[src/sv/fis_pkg.sv]
// ----------------------------------------------------------------------------
// fis_pkg: shared types and constants for the frame index sequencer
// Field widths, function codes, register indexes and the frame clip function.
// ----------------------------------------------------------------------------
`default_nettype none

package fis_pkg;

  localparam int MAX_FRAMES = 256;

  localparam int FUNC_W   = 2;
  localparam int TIME_W   = 32;
  localparam int IVAL_W   = 9;
  localparam int FRAME_W  = 8;
  localparam int POS_W    = 9;
  localparam int REPEAT_W = 9;
  localparam int CFG_IDX_W  = 3;
  localparam int CFG_DATA_W = 32;

  // item function codes
  localparam logic [FUNC_W-1:0] FUNC_TICK = 2'd0;
  localparam logic [FUNC_W-1:0] FUNC_SET  = 2'd1;
  localparam logic [FUNC_W-1:0] FUNC_NEXT = 2'd2;

  // register indexes
  localparam logic [CFG_IDX_W-1:0] REG_MIN_INDEX    = 3'd0;
  localparam logic [CFG_IDX_W-1:0] REG_MAX_INDEX    = 3'd1;
  localparam logic [CFG_IDX_W-1:0] REG_REPEAT_COUNT = 3'd2;
  localparam logic [CFG_IDX_W-1:0] REG_PERIOD_TICKS = 3'd3;
  localparam logic [CFG_IDX_W-1:0] REG_AUTO_SWITCH  = 3'd4;
  localparam logic [CFG_IDX_W-1:0] REG_NO_SKIP      = 3'd5;
  localparam logic [CFG_IDX_W-1:0] REG_FRAME_MODE   = 3'd6;

  // saturate a non-negative position to the last legal frame
  function automatic logic [FRAME_W-1:0] clip_frame(input logic [10:0] v);
    logic [FRAME_W-1:0] f;
    if (32'(v) >= 32'(MAX_FRAMES)) begin
      f = FRAME_W'(MAX_FRAMES - 1);
    end else begin
      f = v[FRAME_W-1:0];
    end
    return f;
  endfunction

endpackage

`default_nettype wire

[src/sv/fis_stream_if.sv]
// ----------------------------------------------------------------------------
// fis_stream_if: valid/ready channels of the frame index sequencer
// Request channel (function, time, index) and response channel (frames).
// ----------------------------------------------------------------------------
`default_nettype none

interface fis_req_if
  import fis_pkg::*;
  ();
  logic              valid;
  logic              ready;
  logic [FUNC_W-1:0] func;
  logic [TIME_W-1:0] time_ticks;
  logic [IVAL_W-1:0] index_value;

  modport source (output valid, func, time_ticks, index_value, input ready);
  modport sink   (input valid, func, time_ticks, index_value, output ready);
endinterface

interface fis_rsp_if
  import fis_pkg::*;
  ();
  logic               valid;
  logic               ready;
  logic [FRAME_W-1:0] shown_index;
  logic [FRAME_W-1:0] requested_index;
  logic               changed;

  modport source (output valid, shown_index, requested_index, changed, input ready);
  modport sink   (input valid, shown_index, requested_index, changed, output ready);
endinterface

`default_nettype wire

[src/sv/fis_div.sv]
// ----------------------------------------------------------------------------
// fis_div: serial restoring divider
// 32-bit unsigned quotient and remainder, one bit per cycle.
// ----------------------------------------------------------------------------
`default_nettype none

module fis_div
  import fis_pkg::*;
(
  input  wire logic              clk,
  input  wire logic              rst,
  input  wire logic              start,
  input  wire logic [TIME_W-1:0] dividend,
  input  wire logic [TIME_W-1:0] divisor,
  output logic                   done,
  output logic      [TIME_W-1:0] quotient,
  output logic      [TIME_W-1:0] remainder
);

  logic                      busy;
  logic [4:0]                count;
  logic [TIME_W-1:0]         rem;
  logic [TIME_W-1:0]         quo;
  logic [TIME_W-1:0]         dvs;
  logic [TIME_W:0]           shifted;
  logic [TIME_W+1:0]         diff;
  logic                      fits;

  always_comb begin
    shifted = {rem, quo[TIME_W-1]};
    diff    = {1'b0, shifted} - {2'b00, dvs};
    fits    = ~diff[TIME_W+1];
  end

  always_ff @(posedge clk) begin
    if (rst) begin
      busy  <= 1'b0;
      done  <= 1'b0;
      count <= '0;
    end else begin
      done <= 1'b0;
      if (start) begin
        busy  <= 1'b1;
        count <= '0;
        rem   <= '0;
        quo   <= dividend;
        dvs   <= divisor;
      end else if (busy) begin
        rem   <= fits ? diff[TIME_W-1:0] : shifted[TIME_W-1:0];
        quo   <= {quo[TIME_W-2:0], fits};
        count <= count + 5'd1;
        if (count == 5'd31) begin
          busy <= 1'b0;
          done <= 1'b1;
        end
      end
    end
  end

  assign quotient  = quo;
  assign remainder = rem;

endmodule

`default_nettype wire

[src/sv/frame_index_sequencer.sv]
// ----------------------------------------------------------------------------
// frame_index_sequencer: picks the frame shown from a bounded cycle of frames
// Tick, set-index and next-frame items update the shown/requested frame.
// ----------------------------------------------------------------------------
// Sequence: set, next, frame-mode and pending-adopt ticks go from accept
//   straight to the emit state and the result register; an automatic
//   time-based tick first makes two passes through the one serial divider
//   (time / period, then slots mod cycle length) before the emit state.
// Throughput: one item at a time; req.ready is high only when idle. The
//   result register lets a new item in while the last result waits.
// Reset (rst, synchronous): frames and position go to 0, registers to their
//   defaults (period 1000, repeat 1, auto switch on), no result pending.
// ----------------------------------------------------------------------------
`default_nettype none

module frame_index_sequencer
  import fis_pkg::*;
(
  input  wire logic                  clk,
  input  wire logic                  rst,
  fis_req_if.sink                    req,
  fis_rsp_if.source                  rsp,
  input  wire logic                  cfg_we,
  input  wire logic [CFG_IDX_W-1:0]  cfg_index,
  input  wire logic [CFG_DATA_W-1:0] cfg_data
);

  typedef enum logic [1:0] {
    ST_IDLE,
    ST_DIV_Q,   // time / period
    ST_DIV_R,   // slots mod cycle length
    ST_EMIT
  } state_t;

  typedef struct packed {
    logic [POS_W-1:0]   pos;
    logic [FRAME_W-1:0] frame;
  } place_t;

  // configuration
  logic [FRAME_W-1:0]  min_index;
  logic [FRAME_W-1:0]  max_index;
  logic [REPEAT_W-1:0] repeat_count;
  logic [TIME_W-1:0]   period_ticks;
  logic                auto_switch;
  logic                no_skip;
  logic                frame_mode;

  // sequencer state
  state_t              state;
  logic [FRAME_W-1:0]  shown_frame;
  logic [FRAME_W-1:0]  pending_frame;
  logic [POS_W-1:0]    sequence_position;
  logic                changed;

  // result register
  logic                out_valid;
  logic [FRAME_W-1:0]  out_shown;
  logic [FRAME_W-1:0]  out_requested;
  logic                out_changed;

  // divider hookup
  logic                div_start;
  logic [TIME_W-1:0]   div_a;
  logic [TIME_W-1:0]   div_b;
  logic                div_done;
  logic [TIME_W-1:0]   div_quo;
  logic [TIME_W-1:0]   div_rem;

  logic                accept;
  logic                auto_tick;  // accepted tick that needs the divider
  logic                emit;       // result register takes the item this cycle
  logic [TIME_W-1:0]   period_eff;
  logic [9:0]          limit;      // max_index + repeat_count
  logic [9:0]          cycle_len;
  logic [10:0]         slot;
  logic                slot_moved;
  logic [10:0]         step_pos;
  logic [10:0]         settle_in;
  place_t              settled;
  place_t              clamped;

  // Normalize a position: past the hold window wraps to min, inside the
  // hold window shows the last frame, otherwise the position is the frame.
  function automatic place_t settle(input logic [10:0] p,
                                    input logic [FRAME_W-1:0] mn,
                                    input logic [FRAME_W-1:0] mx,
                                    input logic [9:0] lim);
    place_t r;
    if (p > {3'b000, mx}) begin
      if (p >= {1'b0, lim}) begin
        r.pos   = {1'b0, mn};
        r.frame = clip_frame({3'b000, mn});
      end else begin
        r.pos   = p[POS_W-1:0];
        r.frame = clip_frame({3'b000, mx});
      end
    end else begin
      r.pos   = p[POS_W-1:0];
      r.frame = clip_frame(p);
    end
    return r;
  endfunction

  fis_div u_div (
    .clk       (clk),
    .rst       (rst),
    .start     (div_start),
    .dividend  (div_a),
    .divisor   (div_b),
    .done      (div_done),
    .quotient  (div_quo),
    .remainder (div_rem)
  );

  assign accept  = req.valid && req.ready;
  assign req.ready = (state == ST_IDLE);

  assign auto_tick = accept && (req.func == FUNC_TICK) && (pending_frame == shown_frame) &&
                     auto_switch && !frame_mode;
  assign emit      = (state == ST_EMIT) && (!out_valid || rsp.ready);

  assign rsp.valid           = out_valid;
  assign rsp.shown_index     = out_shown;
  assign rsp.requested_index = out_requested;
  assign rsp.changed         = out_changed;

  always_comb begin
    period_eff = (period_ticks == '0) ? TIME_W'(1) : period_ticks;
    limit      = {2'b00, max_index} + {1'b0, repeat_count};
    // empty or negative cycle counts as length one
    if (limit <= {2'b00, min_index}) begin
      cycle_len = 10'd1;
    end else begin
      cycle_len = limit - {2'b00, min_index};
    end
    slot       = {1'b0, div_rem[9:0]} + {3'b000, min_index};
    slot_moved = (slot != {2'b00, sequence_position});
    step_pos   = {2'b00, sequence_position} + 11'd1;
    settle_in  = (state == ST_DIV_R && !no_skip) ? slot : step_pos;
    settled    = settle(settle_in, min_index, max_index, limit);

    // set-index clamp
    if (req.index_value < {1'b0, min_index}) begin
      clamped.pos   = {1'b0, min_index};
      clamped.frame = clip_frame({3'b000, min_index});
    end else if (req.index_value > {1'b0, max_index}) begin
      clamped.frame = clip_frame({3'b000, max_index});
      if ({1'b0, req.index_value} >= limit) begin
        if (repeat_count != '0) begin
          clamped.pos = POS_W'(limit - 10'd1);
        end else begin
          clamped.pos = {1'b0, max_index};
        end
      end else begin
        clamped.pos = req.index_value;
      end
    end else begin
      clamped.pos   = req.index_value;
      clamped.frame = clip_frame({2'b00, req.index_value});
    end
  end

  // configuration registers
  always_ff @(posedge clk) begin
    if (rst) begin
      min_index    <= '0;
      max_index    <= '0;
      repeat_count <= REPEAT_W'(1);
      period_ticks <= TIME_W'(1000);
      auto_switch  <= 1'b1;
      no_skip      <= 1'b0;
      frame_mode   <= 1'b0;
    end else if (cfg_we) begin
      case (cfg_index)
        REG_MIN_INDEX:    min_index    <= cfg_data[FRAME_W-1:0];
        REG_MAX_INDEX:    max_index    <= cfg_data[FRAME_W-1:0];
        REG_REPEAT_COUNT: repeat_count <= cfg_data[REPEAT_W-1:0];
        REG_PERIOD_TICKS: period_ticks <= cfg_data[TIME_W-1:0];
        REG_AUTO_SWITCH:  auto_switch  <= cfg_data[0];
        REG_NO_SKIP:      no_skip      <= cfg_data[0];
        REG_FRAME_MODE:   frame_mode   <= cfg_data[0];
        default: ;
      endcase
    end
  end

  // sequencer and result register
  always_ff @(posedge clk) begin
    if (rst) begin
      state             <= ST_IDLE;
      shown_frame       <= '0;
      pending_frame     <= '0;
      sequence_position <= '0;
      changed           <= 1'b0;
      out_valid         <= 1'b0;
      div_start         <= 1'b0;
    end else begin
      // divider kicks off on an automatic tick and again for the modulo
      div_start <= auto_tick || (state == ST_DIV_Q && div_done);

      if (emit) begin
        out_valid     <= 1'b1;
        out_shown     <= shown_frame;
        out_requested <= pending_frame;
        out_changed   <= changed;
      end else if (out_valid && rsp.ready) begin
        out_valid <= 1'b0;
      end

      case (state)
        ST_IDLE: begin
          if (accept) begin
            case (req.func)
              FUNC_TICK: begin
                if (pending_frame != shown_frame) begin
                  // adopt the manual request first
                  shown_frame <= pending_frame;
                  changed     <= 1'b1;
                  state       <= ST_EMIT;
                end else if (auto_switch) begin
                  if (frame_mode) begin
                    changed           <= 1'b1;
                    sequence_position <= settled.pos;
                    pending_frame     <= settled.frame;
                    shown_frame       <= settled.frame;
                    state             <= ST_EMIT;
                  end else begin
                    changed <= 1'b0;
                    div_a   <= req.time_ticks;
                    div_b   <= period_eff;
                    state   <= ST_DIV_Q;
                  end
                end else begin
                  changed <= 1'b0;
                  state   <= ST_EMIT;
                end
              end
              FUNC_SET: begin
                sequence_position <= clamped.pos;
                pending_frame     <= clamped.frame;
                changed           <= 1'b0;
                state             <= ST_EMIT;
              end
              FUNC_NEXT: begin
                sequence_position <= settled.pos;
                pending_frame     <= settled.frame;
                changed           <= 1'b0;
                state             <= ST_EMIT;
              end
              default: begin
                changed <= 1'b0;
                state   <= ST_EMIT;
              end
            endcase
          end
        end

        ST_DIV_Q: begin
          if (div_done) begin
            div_a <= div_quo;
            div_b <= {{(TIME_W-10){1'b0}}, cycle_len};
            state <= ST_DIV_R;
          end
        end

        ST_DIV_R: begin
          if (div_done) begin
            if (slot_moved) begin
              changed           <= 1'b1;
              sequence_position <= settled.pos;
              pending_frame     <= settled.frame;
              shown_frame       <= settled.frame;
            end
            state <= ST_EMIT;
          end
        end

        ST_EMIT: begin
          if (emit) begin
            state <= ST_IDLE;
          end
        end

        default: state <= ST_IDLE;
      endcase
    end
  end

endmodule

`default_nettype wire
[src/flat_wrapper.sv]
// flat-port wrapper written by rule: the top's interface ports become plain ports
module frame_index_sequencer_flat import fis_pkg::*;
  (clk, rst, cfg_we, cfg_index, cfg_data, req_valid, req_func, req_time_ticks, req_index_value, req_ready, rsp_valid, rsp_shown_index, rsp_requested_index, rsp_changed, rsp_ready);
  fis_req_if req_i ();
  fis_rsp_if rsp_i ();
  input  wire logic clk;
  input  wire logic rst;
  input  wire logic cfg_we;
  input  wire logic [CFG_IDX_W-1:0] cfg_index;
  input  wire logic [CFG_DATA_W-1:0] cfg_data;
  input wire logic [$bits(req_i.valid)-1:0] req_valid;
  input wire logic [$bits(req_i.func)-1:0] req_func;
  input wire logic [$bits(req_i.time_ticks)-1:0] req_time_ticks;
  input wire logic [$bits(req_i.index_value)-1:0] req_index_value;
  output wire logic [$bits(req_i.ready)-1:0] req_ready;
  output wire logic [$bits(rsp_i.valid)-1:0] rsp_valid;
  output wire logic [$bits(rsp_i.shown_index)-1:0] rsp_shown_index;
  output wire logic [$bits(rsp_i.requested_index)-1:0] rsp_requested_index;
  output wire logic [$bits(rsp_i.changed)-1:0] rsp_changed;
  input wire logic [$bits(rsp_i.ready)-1:0] rsp_ready;
  assign req_i.valid = req_valid;
  assign req_i.func = req_func;
  assign req_i.time_ticks = req_time_ticks;
  assign req_i.index_value = req_index_value;
  assign req_ready = req_i.ready;
  assign rsp_valid = rsp_i.valid;
  assign rsp_shown_index = rsp_i.shown_index;
  assign rsp_requested_index = rsp_i.requested_index;
  assign rsp_changed = rsp_i.changed;
  assign rsp_i.ready = rsp_ready;
  frame_index_sequencer u_core (.clk(clk), .rst(rst), .req(req_i), .rsp(rsp_i), .cfg_we(cfg_we), .cfg_index(cfg_index), .cfg_data(cfg_data));
endmodule
[config.mk]
export PLATFORM = sky130hd
export DESIGN_NAME = frame_index_sequencer_flat
export DESIGN_NICKNAME = d
export VERILOG_FILES = /design/src/sv/fis_pkg.sv /design/src/sv/fis_stream_if.sv /design/src/sv/fis_div.sv /design/src/sv/frame_index_sequencer.sv /design/src/flat_wrapper.sv
export SDC_FILE = /design/constraint.sdc
export NUM_CORES = 1
export LEC_CHECK = 0
export BUFFER_PORTS_ARGS = -buffer_cell sky130_fd_sc_hd__clkbuf_2
export CAP_MARGIN = 20
export CELL_PAD_IN_SITES_DETAIL_PLACEMENT = 1
export CELL_PAD_IN_SITES_GLOBAL_PLACEMENT = 2
export CORE_UTILIZATION = 39
export CTS_CLUSTER_DIAMETER = 150
export DETAILED_ROUTE_END_ITERATION = 12
export GPL_ROUTABILITY_DRIVEN = 0
export HOLD_SLACK_MARGIN = 0.03
export PLACE_DENSITY_LB_ADDON = 0.1
export SLEW_MARGIN = 25
export SYNTH_ARGS = -nofsm -noshare
export SYNTH_HDL_FRONTEND = slang
export SYNTH_SLANG_ARGS = --single-unit
[constraint.sdc]
create_clock -name clk -period 10.3 [get_ports clk]
set_input_delay 0 -clock clk [delete_from_list [all_inputs] [get_ports clk]]
set_output_delay 0 -clock clk [all_outputs]
set_load 0.005 [all_outputs]
==> impl_metrics.toml <==
[clock_tree]
clock_latency_ns = 0.57
cts_root_buf = "clkbuf_16"
cts.sink_count = 274
clk_pin_slew_worst_paths_ns = 0.06
clockBufferDepth = 3
cts_setup_buffers = 0
cts_tree = "built"
h-tree-depth = 1
cts_resized = 0
cts_buffers = 31

[routing]
drt_iter0_drc = 405
routed_wl_mm = 43.6
dr_total_vias = 12200
wire_per_inst_um = 19.1
ant_nets = 0
firstDrtPassIters = 5
drc = 0
viasPerCell = 5.34

[sta]
fin_crit_sh_pct = 50.0
worst_slew_pin_slew_ns = 0.962
grt_setup_unrepaired = "false"
final-hold-violation-count = 0
relSlewSlack_pct = 35.7
finalClockSkew_ns = 0.0119
maxSlewViolCount = 0
fin_crit_ns = 5.15
fmax_mhz = 194
tns_ns = 0
setup_viol = 0

[logic_synthesis]
synth_area_leader_cell = "edfxtp_1"
synth-seq-cells = 274
synth_edf_count = 177
ys_top_cells_by_area = "edfxtp_1 34%, dfxtp_1 12%, ha_1 8.6%, mux2_2 4.8%, nand2_1 4.7%"
syn-cell-area_um2 = 15600
syn_avg_cell_area_um2 = 9.98
synth.most_common_cell = "nand2_1"
synth_top_area_share_pct = 34.0
synth-main-ff-cell = "edfxtp_1"
synthTopCellsByCount = "195 x nand2_1, 177 x edfxtp_1, 141 x a21oi_1, 128 x nor2_1, 108 x ha_1"
ys_warn_count = 0
synth_nets = 1761
synthArstFlopShare_pct = 0
syn_inst = 1566
seq_area_frac_synth_pct = 46.4
synth.distinct_cells = 74

[layout]
n_antenna_cell = 0
layout-drive-gt1-share_pct = 14.7
nFillCells = 4389
final_cells = 2283
nets = 1936
area_delta_synth_final_pct = 18.4

[global_routing]
antenna_found_initial = 0
grt_max_degree = 55
overflow = 0
grt_pass1_vias = 12800
grt_first_pass_wirelength_mm = 69.7
grtUsageTotal_pct = 21.5

[floorplanning]
rows = 72
start_util_pct = 40.0
chipWidth_um = 202
ios = 102
core_area_um2 = 39100
die_h_um = 202
dieArea_um2 = 40900

[pwr]
p_leak_nw = 7.27
p_per_area_nw_per_um2 = 185
peakVddDrop_mv = 0.121

[critical_path]
slowest_stage = "xnor2_1"
arrival_ns = 5.55
end_kind = "flop"
cp.required_ns = 10.71
critPathLaunchType = "flop"
slowest_delay_ns = 0.57
path_cells = "ha_1 -> inv_1 -> fa_1 -> nand2b_1 -> a21oi_1 -> o31a_1 -> o21a_1 -> nor2_1 -> xnor2_1 -> inv_1 -> ha_1 -> o21ai_0 -> nand2b_1 -> a21oi_1 -> o21ai_2 -> nor2_1 -> a31oi_4 -> nor2_1 -> a311oi_1 -> a21oi_1"
worstSetupPathType = "flop to flop"
worstPathMaxFanout = 17

[placed_design]
dp_hpwl_mm = 32.0
dp_cells = 2149
port_buffers = 101

[outcome]
status = "finished clean"

[flow_run]
drv_cap = 0

[hold_path]
hp-class = "input pin to flop"
## kinds of logic after synthesis
family / Yosys count / synth area share [%]
buffers and inverters: 142 / 3.67
DFF: 274 / 46.4
AOI/OAI and AO/OA: 367 / 14.9
adders and majority gates: 112 / 9.15
xor gates and xnor gates: 73 / 4.18
muxes: 104 / 7.19
and+or+nand+nor: 494 / 14.5
## what timing repair did
action,4_1_cts,5_1_grt
endpoints found under the hold margin,117,0
endpoints found under the setup margin,0,0
hold buffers,77,0
## state kept, by name, summed over array words and instances, names as in the netlist, 5 cells and up
| register | count |
|---|---|
| u_core.sequence_position | 9 |
| u_core.pending_frame | 8 |
| u_core.min_index | 8 |
| u_core.div_b | 32 |
| u_core.u_div.quotient | 32 |
| u_core.u_div.remainder | 32 |
| u_core.u_div.dvs | 32 |
| u_core.period_ticks | 32 |
| u_core.repeat_count | 9 |
| u_core.shown_frame | 8 |
| u_core.rsp.shown_index | 8 |
| u_core.max_index | 8 |
| u_core.rsp.requested_index | 8 |
| u_core.u_div.count | 5 |
| u_core.div_a | 32 |
## power by group
| group | leakage (nW) | internal, mW | total [mW] | switching, mW |
|---|---|---|---|---|
| clock | 0.473 | 0.635 | 1.09 | 0.455 |
| sequential | 2.39 | 1.28 | 1.34 | 0.0618 |
| combinational | 4.41 | 0.397 | 0.993 | 0.596 |
## layout make-up
cell class	count	area (um2)	area share, %
clock inverter	18	180	0.974
multi-input combinational	1150	7850	42.4
timing repair buffer	198	1430	7.72
tap	518	648	3.50
clock buffer	39	816	4.41
inverter	86	323	1.74
sequential	274	7260	39.2
## layout by cell type (no fill, tap or decap), types with 31 or more instances in the layout
| cell | instances |
|---|---|
| nor2_1 | 126 |
| a211oi_1 | 42 |
| ha_1 | 107 |
| mux2_2 | 67 |
| xnor2_1 | 44 |
| mux2i_1 | 37 |
| dfxtp_1 | 96 |
| edfxtp_1 | 177 |
| inv_1 | 86 |
| nand2_1 | 195 |
| o21ai_0 | 59 |
| dlygate4sd3_1 | 77 |
| a21oi_1 | 141 |
| clkbuf_2 | 100 |
| clkbuf_16 | 31 |
## path summary, 6_finish.rpt
check	from	end	slack, ns	depth (start not counted)
setup / recovery	u_core.max_index[0]$_SDFFE_PP0P_	u_core.sequence_position[0]$_SDFFE_PP0P_	5.15	20
hold / removal	req_index_value[5]	u_core.sequence_position[5]$_SDFFE_PP0P_	0.09	4
setup reg to reg	u_core.max_index[0]$_SDFFE_PP0P_	u_core.sequence_position[0]$_SDFFE_PP0P_	5.15	20
hold reg to reg	u_core.div_b[9]$_DFFE_PP_	u_core.u_div.dvs[9]$_DFFE_PP_	0.42	0
## per-stage QoR
step	util [%]	power, mW	hold slack, ns	instance area (um2)	setup WS (ns)
3_5_place_dp	42.8	2.33	0.230	16700	4.86
3_3_place_gp	42.8	2.30	0.224	16700	5.09
5_1_grt	47.3	3.61	0.0929	18500	4.74
6_report	47.3	3.42	0.0858	18500	5.15
2_1_floorplan	-	2.07	0.124	15600	3.48
4_1_cts	47.3	3.46	0.0481	18500	4.82
## critical path: cells and delay by family, from the launching register on
family                   cells  cell delay [ns]
AND/OR/NAND/NOR              5             0.55
adder cells (fa/ha/maj)      3             1.03
buffers and inverters        2             0.22
AO/OA/AOI/OAI                9             2.09
XOR/XNOR                     1             0.57
flip-flops                   1             0.52
## per-layer routing
metal  up-vias  track usage, %  wire length (um)
met5         -               0                 0
met4         0            6.66              1090
met3        65            2.52              1190
met2       147            37.8             21400
met1      5965            27.5             19800
li1       6020               -                 -
(Power assumes the default switching activity.)
